[src/ladder_keypad_debouncer_macros.svh]
// Assertion macros shared by the keypad debouncer RTL.
// No dependencies; include by bare file name where assertions are written.
`ifndef LADDER_KEYPAD_DEBOUNCER_MACROS_SVH
`define LADDER_KEYPAD_DEBOUNCER_MACROS_SVH
`ifndef SYNTHESIS
// Same-cycle implication, disabled during reset
`define LKD_ASSERT_NOW(label, clk, rst_n, ante, cons, msg) \
  label: assert property (@(posedge clk) disable iff (!rst_n) (ante) |-> (cons)) \
    else $error(msg);
// Next-cycle implication, disabled during reset
`define LKD_ASSERT_NEXT(label, clk, rst_n, ante, cons, msg) \
  label: assert property (@(posedge clk) disable iff (!rst_n) (ante) |=> (cons)) \
    else $error(msg);
`else
`define LKD_ASSERT_NOW(label, clk, rst_n, ante, cons, msg)
`define LKD_ASSERT_NEXT(label, clk, rst_n, ante, cons, msg)
`endif
`endif

[src/lkd_pkg.sv]
// Types and constants for the ladder keypad debouncer.
// No dependencies; imported by lkd_regs, ladder_keypad_debouncer and the testbench.
package lkd_pkg;

  // Key codes as reported on stable_key
  typedef logic [2:0] key_t;
  localparam key_t KEY_NONE   = 3'd0;
  localparam key_t KEY_RIGHT  = 3'd1;
  localparam key_t KEY_UP     = 3'd2;
  localparam key_t KEY_DOWN   = 3'd3;
  localparam key_t KEY_LEFT   = 3'd4;
  localparam key_t KEY_SELECT = 3'd5;

  // Wire codes as reported on press_code
  typedef logic [2:0] wire_code_t;
  localparam wire_code_t WIRE_RIGHT  = 3'd0;
  localparam wire_code_t WIRE_UP     = 3'd1;
  localparam wire_code_t WIRE_DOWN   = 3'd2;
  localparam wire_code_t WIRE_LEFT   = 3'd3;
  localparam wire_code_t WIRE_SELECT = 3'd4;
  localparam wire_code_t WIRE_IDLE   = 3'd0;

  // Largest ADC reading taken as a valid sample
  localparam int unsigned ADC_FULL_SCALE = 1023;

  // Settle count saturation value
  localparam logic [7:0] COUNT_MAX = 8'd255;

  // APB register map (word index = paddr[ADDR_W-1:2])
  localparam int unsigned ADDR_W = 5;
  typedef logic [2:0] reg_idx_t;
  localparam reg_idx_t REG_RIGHT_MAX    = 3'd0;
  localparam reg_idx_t REG_UP_MAX       = 3'd1;
  localparam reg_idx_t REG_DOWN_MAX     = 3'd2;
  localparam reg_idx_t REG_LEFT_MAX     = 3'd3;
  localparam reg_idx_t REG_SELECT_MAX   = 3'd4;
  localparam reg_idx_t REG_SETTLE_MS    = 3'd5;
  localparam reg_idx_t REG_ACCEPT_COUNT = 3'd6;

  // Configuration handed from the register file to the datapath
  typedef struct packed {
    logic [9:0]  right_max;
    logic [9:0]  up_max;
    logic [9:0]  down_max;
    logic [9:0]  left_max;
    logic [9:0]  select_max;
    logic [15:0] settle_ms;
    logic [7:0]  accept_count;
  } cfg_t;

  // Map a key to its wire code; no key maps to zero
  function automatic wire_code_t wire_code(input key_t key);
    wire_code_t code;
    case (key)
      KEY_RIGHT:  code = WIRE_RIGHT;
      KEY_UP:     code = WIRE_UP;
      KEY_DOWN:   code = WIRE_DOWN;
      KEY_LEFT:   code = WIRE_LEFT;
      KEY_SELECT: code = WIRE_SELECT;
      default:    code = WIRE_IDLE;
    endcase
    return code;
  endfunction

endpackage

[src/lkd_regs.sv]
// APB configuration register file for the ladder keypad debouncer.
// Depends on lkd_pkg for the register map and the cfg_t struct.
module lkd_regs (
  input  logic                        clk,
  input  logic                        rst_n,
  input  logic                        psel,
  input  logic                        penable,
  input  logic                        pwrite,
  input  logic [lkd_pkg::ADDR_W-1:0]  paddr,
  input  logic [31:0]                 pwdata,
  output logic [31:0]                 prdata,
  output logic                        pready,
  output lkd_pkg::cfg_t               cfg
);
  import lkd_pkg::*;

  cfg_t     cfg_r;
  reg_idx_t idx;
  logic     wr_en;

  assign idx    = paddr[ADDR_W-1:2];
  assign wr_en  = psel && penable && pwrite;
  assign pready = 1'b1;
  assign cfg    = cfg_r;

  // Register writes on the access beat
  always_ff @(posedge clk) begin
    if (!rst_n) begin
      cfg_r.right_max    <= 10'd200;
      cfg_r.up_max       <= 10'd400;
      cfg_r.down_max     <= 10'd550;
      cfg_r.left_max     <= 10'd650;
      cfg_r.select_max   <= 10'd745;
      cfg_r.settle_ms    <= 16'd50;
      cfg_r.accept_count <= 8'd3;
    end else if (wr_en) begin
      unique case (idx)
        REG_RIGHT_MAX:    cfg_r.right_max    <= pwdata[9:0];
        REG_UP_MAX:       cfg_r.up_max       <= pwdata[9:0];
        REG_DOWN_MAX:     cfg_r.down_max     <= pwdata[9:0];
        REG_LEFT_MAX:     cfg_r.left_max     <= pwdata[9:0];
        REG_SELECT_MAX:   cfg_r.select_max   <= pwdata[9:0];
        REG_SETTLE_MS:    cfg_r.settle_ms    <= pwdata[15:0];
        REG_ACCEPT_COUNT: cfg_r.accept_count <= pwdata[7:0];
        default: ;
      endcase
    end
  end

  // Read mux; unmapped words read as zero
  always_comb begin
    unique case (idx)
      REG_RIGHT_MAX:    prdata = {22'd0, cfg_r.right_max};
      REG_UP_MAX:       prdata = {22'd0, cfg_r.up_max};
      REG_DOWN_MAX:     prdata = {22'd0, cfg_r.down_max};
      REG_LEFT_MAX:     prdata = {22'd0, cfg_r.left_max};
      REG_SELECT_MAX:   prdata = {22'd0, cfg_r.select_max};
      REG_SETTLE_MS:    prdata = {16'd0, cfg_r.settle_ms};
      REG_ACCEPT_COUNT: prdata = {24'd0, cfg_r.accept_count};
      default:          prdata = 32'd0;
    endcase
  end

endmodule

[src/ladder_keypad_debouncer.sv]
// Ladder keypad debouncer: input register, classify/debounce logic, result register.
// A beat passes the input register, then the result register; throughput 1 sample per cycle
// while out_ready holds, set by the state update between the input and result registers.
// Both stages stall only on out_ready; a full pipe still takes a beat when it drains.
// Reset (rst_n, synchronous, active low) restores all thresholds and clears key state.
// Depends on lkd_pkg, lkd_regs and ladder_keypad_debouncer_macros.svh.
`include "ladder_keypad_debouncer_macros.svh"
module ladder_keypad_debouncer #(
  parameter int TIME_BITS = 32
) (
  input  logic                        clk,
  input  logic                        rst_n,
  // sample channel
  input  logic                        in_valid,
  output logic                        in_ready,
  input  logic signed [15:0]          in_sample_value,
  input  logic [31:0]                 in_now_ms,
  // result channel
  output logic                        out_valid,
  input  logic                        out_ready,
  output logic [2:0]                  out_stable_key,
  output logic                        out_press_event,
  output logic [2:0]                  out_press_code,
  // configuration port
  input  logic                        psel,
  input  logic                        penable,
  input  logic                        pwrite,
  input  logic [lkd_pkg::ADDR_W-1:0]  paddr,
  input  logic [31:0]                 pwdata,
  output logic [31:0]                 prdata,
  output logic                        pready
);
  import lkd_pkg::*;

  // Stored timestamp width: the port carries 32 bits at most
  localparam int TW = (TIME_BITS < 32) ? TIME_BITS : 32;

  cfg_t cfg;

  lkd_regs u_regs (
    .clk     (clk),
    .rst_n   (rst_n),
    .psel    (psel),
    .penable (penable),
    .pwrite  (pwrite),
    .paddr   (paddr),
    .pwdata  (pwdata),
    .prdata  (prdata),
    .pready  (pready),
    .cfg     (cfg)
  );

  // Input stage
  logic               a_valid_r;
  logic [15:0]        a_sample_r;
  logic [31:0]        a_now_r;
  logic               a_adv;

  // Result stage
  logic               out_valid_r;
  key_t               out_key_r;
  logic               out_event_r;
  wire_code_t         out_code_r;

  // Debounce state
  key_t               raw_prev_r, raw_prev_nxt;
  logic [TW-1:0]      start_r, start_nxt;
  logic [7:0]         count_r, count_nxt;
  key_t               held_r, held_nxt;
  key_t               reported_r, reported_nxt;
  logic               press_nxt;
  wire_code_t         code_nxt;

  // Datapath temporaries
  logic               in_range;
  key_t               raw;
  logic [TW-1:0]      now_tw;
  logic [TIME_BITS-1:0] elapsed;
  logic               settled;
  logic [7:0]         count_inc;

  // Handshake: input stage moves on when the result stage is free or draining
  assign a_adv    = a_valid_r && (!out_valid_r || out_ready);
  assign in_ready = !a_valid_r || a_adv;

  always_ff @(posedge clk) begin
    if (!rst_n) begin
      a_valid_r <= 1'b0;
    end else if (in_ready) begin
      a_valid_r <= in_valid;
    end
  end

  always_ff @(posedge clk) begin
    if (in_valid && in_ready) begin
      a_sample_r <= in_sample_value;
      a_now_r    <= in_now_ms;
    end
  end

  // Range check and threshold classification, first match wins
  assign in_range = !a_sample_r[15] &&
                    ({1'b0, a_sample_r} <= 17'(ADC_FULL_SCALE));

  always_comb begin
    if (a_sample_r <= {6'd0, cfg.right_max}) begin
      raw = KEY_RIGHT;
    end else if (a_sample_r <= {6'd0, cfg.up_max}) begin
      raw = KEY_UP;
    end else if (a_sample_r <= {6'd0, cfg.down_max}) begin
      raw = KEY_DOWN;
    end else if (a_sample_r <= {6'd0, cfg.left_max}) begin
      raw = KEY_LEFT;
    end else if (a_sample_r <= {6'd0, cfg.select_max}) begin
      raw = KEY_SELECT;
    end else begin
      raw = KEY_NONE;
    end
  end

  // Elapsed time wraps at TIME_BITS
  assign now_tw    = a_now_r[TW-1:0];
  assign elapsed   = TIME_BITS'(now_tw) - TIME_BITS'(start_r);
  assign settled   = (elapsed >= TIME_BITS'(cfg.settle_ms));
  assign count_inc = (count_r != COUNT_MAX) ? (count_r + 8'd1) : count_r;

  // Next debounce state and press detection
  always_comb begin
    raw_prev_nxt = raw_prev_r;
    start_nxt    = start_r;
    count_nxt    = count_r;
    held_nxt     = held_r;
    if (in_range) begin
      if (raw != raw_prev_r) begin
        raw_prev_nxt = raw;
        start_nxt    = now_tw;
        count_nxt    = 8'd0;
      end else if (settled) begin
        count_nxt = count_inc;
        if (count_inc >= cfg.accept_count) begin
          held_nxt = raw;
        end
      end
    end
    press_nxt    = (held_nxt != reported_r) && (held_nxt != KEY_NONE);
    reported_nxt = press_nxt ? held_nxt : reported_r;
    code_nxt     = press_nxt ? wire_code(held_nxt) : WIRE_IDLE;
  end

  // State commits as the beat leaves the input stage
  always_ff @(posedge clk) begin
    if (!rst_n) begin
      raw_prev_r <= KEY_NONE;
      start_r    <= '0;
      count_r    <= 8'd0;
      held_r     <= KEY_NONE;
      reported_r <= KEY_NONE;
    end else if (a_adv) begin
      raw_prev_r <= raw_prev_nxt;
      start_r    <= start_nxt;
      count_r    <= count_nxt;
      held_r     <= held_nxt;
      reported_r <= reported_nxt;
    end
  end

  // Result register
  always_ff @(posedge clk) begin
    if (!rst_n) begin
      out_valid_r <= 1'b0;
    end else if (a_adv) begin
      out_valid_r <= 1'b1;
    end else if (out_ready) begin
      out_valid_r <= 1'b0;
    end
  end

  always_ff @(posedge clk) begin
    if (a_adv) begin
      out_key_r   <= held_nxt;
      out_event_r <= press_nxt;
      out_code_r  <= code_nxt;
    end
  end

  assign out_valid       = out_valid_r;
  assign out_stable_key  = out_key_r;
  assign out_press_event = out_event_r;
  assign out_press_code  = out_code_r;

  // Checks
  `LKD_ASSERT_NOW(a_press_needs_key, clk, rst_n, out_valid_r && out_event_r, out_key_r != KEY_NONE && out_code_r == out_key_r - 3'd1, "press beat with bad key or code")
  `LKD_ASSERT_NOW(a_ready_when_empty, clk, rst_n, !out_valid_r, in_ready, "input stalled with empty result stage")
  `LKD_ASSERT_NEXT(a_held_only_on_adv, clk, rst_n, !a_adv, $stable(held_r) && $stable(reported_r), "key state moved without a beat")
  `LKD_ASSERT_NEXT(a_count_saturates, clk, rst_n, a_adv && in_range && raw == raw_prev_r && count_r == COUNT_MAX, count_r == COUNT_MAX, "settle count wrapped")

endmodule

[config.mk]
export PLATFORM = sky130hd
export DESIGN_NAME = ladder_keypad_debouncer
export DESIGN_NICKNAME = d
export VERILOG_FILES = /design/src/lkd_pkg.sv /design/src/lkd_regs.sv /design/src/ladder_keypad_debouncer.sv
export VERILOG_INCLUDE_DIRS = /design/src /design/src/src
export SDC_FILE = /design/constraint.sdc
export NUM_CORES = 1
export LEC_CHECK = 0
export ABC_AREA = 1
export BUFFER_PORTS_ARGS = -buffer_cell sky130_fd_sc_hd__buf_2
export CAP_MARGIN = 0
export CORE_ASPECT_RATIO = 1.75
export CORE_MARGIN = 1
export CORE_UTILIZATION = 50
export CTS_BUF_LIST = sky130_fd_sc_hd__clkbuf_8
export DETAILED_ROUTE_END_ITERATION = 12
export GPL_ROUTABILITY_DRIVEN = 1
export PLACE_DENSITY = 0.77
export SYNTH_ARGS = -nofsm -noshare
export SYNTH_HDL_FRONTEND = slang
export SYNTH_HIERARCHICAL = 1
export SYNTH_SLANG_ARGS = --single-unit
[constraint.sdc]
create_clock -name clk -period 4.1 [get_ports clk]
set_input_delay 0.82 -clock clk [delete_from_list [all_inputs] [get_ports clk]]
set_output_delay 0.82 -clock clk [all_outputs]
set_load 0.005 [all_outputs]
==> impl_metrics.csv <==
group,metric,value,unit
outcome,status,"finished, final reports clean",
synth,syn_area_per_cell,6.78,sq um
place,port_buffers,98,
clocking,cts_buffer_depth,2,
synth,synth_top_cell_area_share,20.1,%
clocking,cts_tree,"done",
sta,hold_viol,0,
die,initial_core_util,50.8,%
layout,fin_area,13800,sq um
clocking,htreeDepth,4,
synth,synth.top_cells.by_count,"542 x nand2_1, 303 x inv_1, 219 x nor2_1",
detailed_routing,drtIter0Drc,805,
detailed_routing,first_pass_iters,5,
synth,synthTopCellsByArea,"dfxtp_1 20%, nand2_1 16%, edfxtp_1 13%",
critical_path,start_kind,"register",
critical_path,reg2reg_depth,27,
synth,netlist_area,12500,sq um
grt,grt_use_met3,4.02,%
detailed_routing,routed_via_density,5.16,
layout,layout-drive-gt1-share,13.0,%
critical_path,worst_path_largest_cell_delay,0.46,ns
synth,synthCells,1839,
critical_path,r2r-start,"a_now_r[11]",
place,globalplace.congestion,0.995,
clocking,clock-sinks,180,
pwr,peakVddDrop,0.000217,V
clocking,clkTransAtPathRegs,0.11,ns
grt,global_route.peak_usage_layer,"met2",
sta,drv_slew,0,
sta,fin_crit,3.86,ns
min_path,hp-class,"in -> reg",
critical_path,cp.required,4.38,ns
synth,ys_async_sr_fraction,0,%
detailed_routing,postRouteAntennaNets,0,
critical_path,r2r-end,"out_press_code[0]",
die,core,24500,sq um
sta,skew,0.0206,ns
sta,worst_slack,0.236,ns
grt,antenna_found_initial,0,
pwr,power,3.83,mW
layout,layout.nets,2122,
critical_path,slowest_stage,"edfxtp_1",
critical_path,crit_type,"reg -> reg",
synth,synth_most_common_cell,"nand2_1",
detailed_routing,num_vias,11600,
synth,synthFlopType,"dfxtp_1",
synth,synth-seq-cells,180,
critical_path,crit_top_cell,"nand2_1",
synth,synth_area_leader_cell,"dfxtp_1",
synth,synth_cell_type_count,46,
grt,overflow,0,
layout,antenna_cells,0,
flow_run,cap_violations,0,
synth,synth_edf_count,55,
sta,slew_headroom,39.2,%
grt,met2_usage,51.5,%
die,dieHeight,211,microns
place,pre_cts_slack,0.0769,ns
min_path,worstHoldStart,"in_sample_value[7]",
critical_path,worst_setup_path_startpoint,"a_now_r[11]",
critical_path,reg2reg_slack,0.24,ns
pwr,power_density,278,nW/um^2
clocking,numCtsBuffers,17,
detailed_routing,postRouteWirelength,34800,microns
synth,ys_warn_count,6,
place,dp_hpwl,26700,microns
grt,grt_first_pass_wirelength,54400,microns
layout,fill_cells,2434,
die,rows,76,
critical_path,crit_end,"out_press_code[0]",
pwr,power.static_leakage,6.85,nW
sta,tns,0,ns
critical_path,end_kind,"register",
sta,post-route-period-util,94.2,%
clocking,clock_latency,0.53,ns
detailed_routing,wl_per_cell,15.5,microns
critical_path,critPathArrivalTime,4.15,ns
layout,syn_to_final_growth,10.4,%
die,dieArea,25600,sq um
critical_path,cp_max_fo,6,
die,die_w,121,microns
place,placed_area,13100,sq um
synth,ys_seq_area_share,33.3,%
grt,grt_max_degree,64,
sta,fmax,259,MHz
detailed_routing,drc,0,
place,dpl.cell_count,2212,
grt,track_usage,27.8,%
sta,finalSetupViolCount,0,
grt,grt_pass1_vias,11300,
sta,worstMarginPinSlew,0.912,ns
grt,use_met1,26.0,%
clocking,root_buffer,"clkbuf_8",
die,pin_count,134,
layout,final_cells,2248,
stage by stage:
step | hold WS, ns | util [%]
2_1_floorplan | 0.433 | -
3_3_place_gp | 0.444 | 53.4
3_5_place_dp | 0.451 | 53.4
5_1_grt | 0.446 | 56.1
4_1_cts | 0.436 | 55.0
6_report | 0.455 | 56.1
cells in the final DEF (no fill, tap or decap), drive strengths merged, types with 2 or more instances in the layout:
| master | count |
|---|---|
| a211oi | 4 |
| a21o | 3 |
| a21oi | 94 |
| buf | 114 |
| clkbuf | 17 |
| clkinv | 7 |
| clkinvlp | 2 |
| conb | 17 |
| dfxtp | 125 |
| edfxtp | 55 |
| ha | 106 |
| inv | 321 |
| nand2 | 556 |
| nand3 | 129 |
| nand3b | 7 |
| nand4 | 39 |
| nor2 | 240 |
| nor3 | 9 |
| o21a | 4 |
| o21ai | 52 |
| o21bai | 5 |
| or2 | 3 |
| xnor2 | 7 |
| xor2 | 16 |
kinds of logic after synthesis:
family / Yosys count / share of synthesized area, %
compound gates: 163 / 7.09
flops: 180 / 33.3
fa+ha+maj: 107 / 10.8
other cells: 2 / 0.0603
xor+xnor: 23 / 1.62
buf+inv: 380 / 12.7
simple gates: 984 / 34.4
worst min-delay path by stage:
| stage | end | depth (start not counted) | slack (ns) |
|---|---|---|---|
| detailed placement | start_r[16] | 2 | 0.45 |
| finish | a_sample_r[7] | 1 | 0.46 |
| global route | a_now_r[16] | 1 | 0.45 |
| CTS | a_sample_r[7] | 1 | 0.44 |
| floorplan | start_r[11] | 2 | 0.43 |
| global placement | start_r[2] | 2 | 0.44 |
metal layers:
layer | part of all wire (%) | vias to the layer above
met5 | 0 | -
met4 | 9.2 | 0
met3 | 4.0 | 139
met2 | 52 | 335
met1 | 35 | 5226
li1 | - | 5895
state kept, by name, indices dropped and copies added, names as in the netlist:
name,flops
count_r,8
a_valid_r,1
out_press_event,1
a_now_r,32
start_r,32
out_stable_key,3
out_valid,1
u_regs/cfg,74
raw_prev_r,3
held_r,3
out_press_code,3
a_sample_r,16
reported_r,3
power breakdown:
group	switching, mW	internal (mW)	total, mW
clock	0.739	0.496	1.23
combinational	0.434	0.240	0.674
sequential	0.0371	1.88	1.92
total	1.21	2.62	3.83
worst max-delay path: cells and delay by family (launching register included):
| kind | cells | cell delay, ns |
|---|---|---|
| AO/OA/AOI/OAI | 3 | 0.31 |
| XOR/XNOR | 1 | 0.20 |
| adder cells (fa/ha/maj) | 2 | 0.59 |
| buffers and inverters | 2 | 0.15 |
| flip-flops | 1 | 0.46 |
| AND/OR/NAND/NOR | 19 | 1.87 |
timing repair:
action                                  in CTS  in global routing
resized for setup                            0                 45
endpoints found under the setup margin       0                 13
endpoints found under the hold margin        0                  0
buffers inserted                             0                  4
hold buffers                                 0                  0
final cells by class:
cell class | instances | area, sq um | area share (%)
Multi-Input combinational cell | 1294 | 7020 | 51.0
Inverter | 316 | 1190 | 8.63
Sequential cell | 180 | 4150 | 30.2
Timing Repair Buffer | 114 | 626 | 4.55
Clock buffer | 17 | 234 | 1.70
Clock inverter | 15 | 149 | 1.08
Tap cell | 312 | 390 | 2.84
Power figures use the tool's default switching activity.
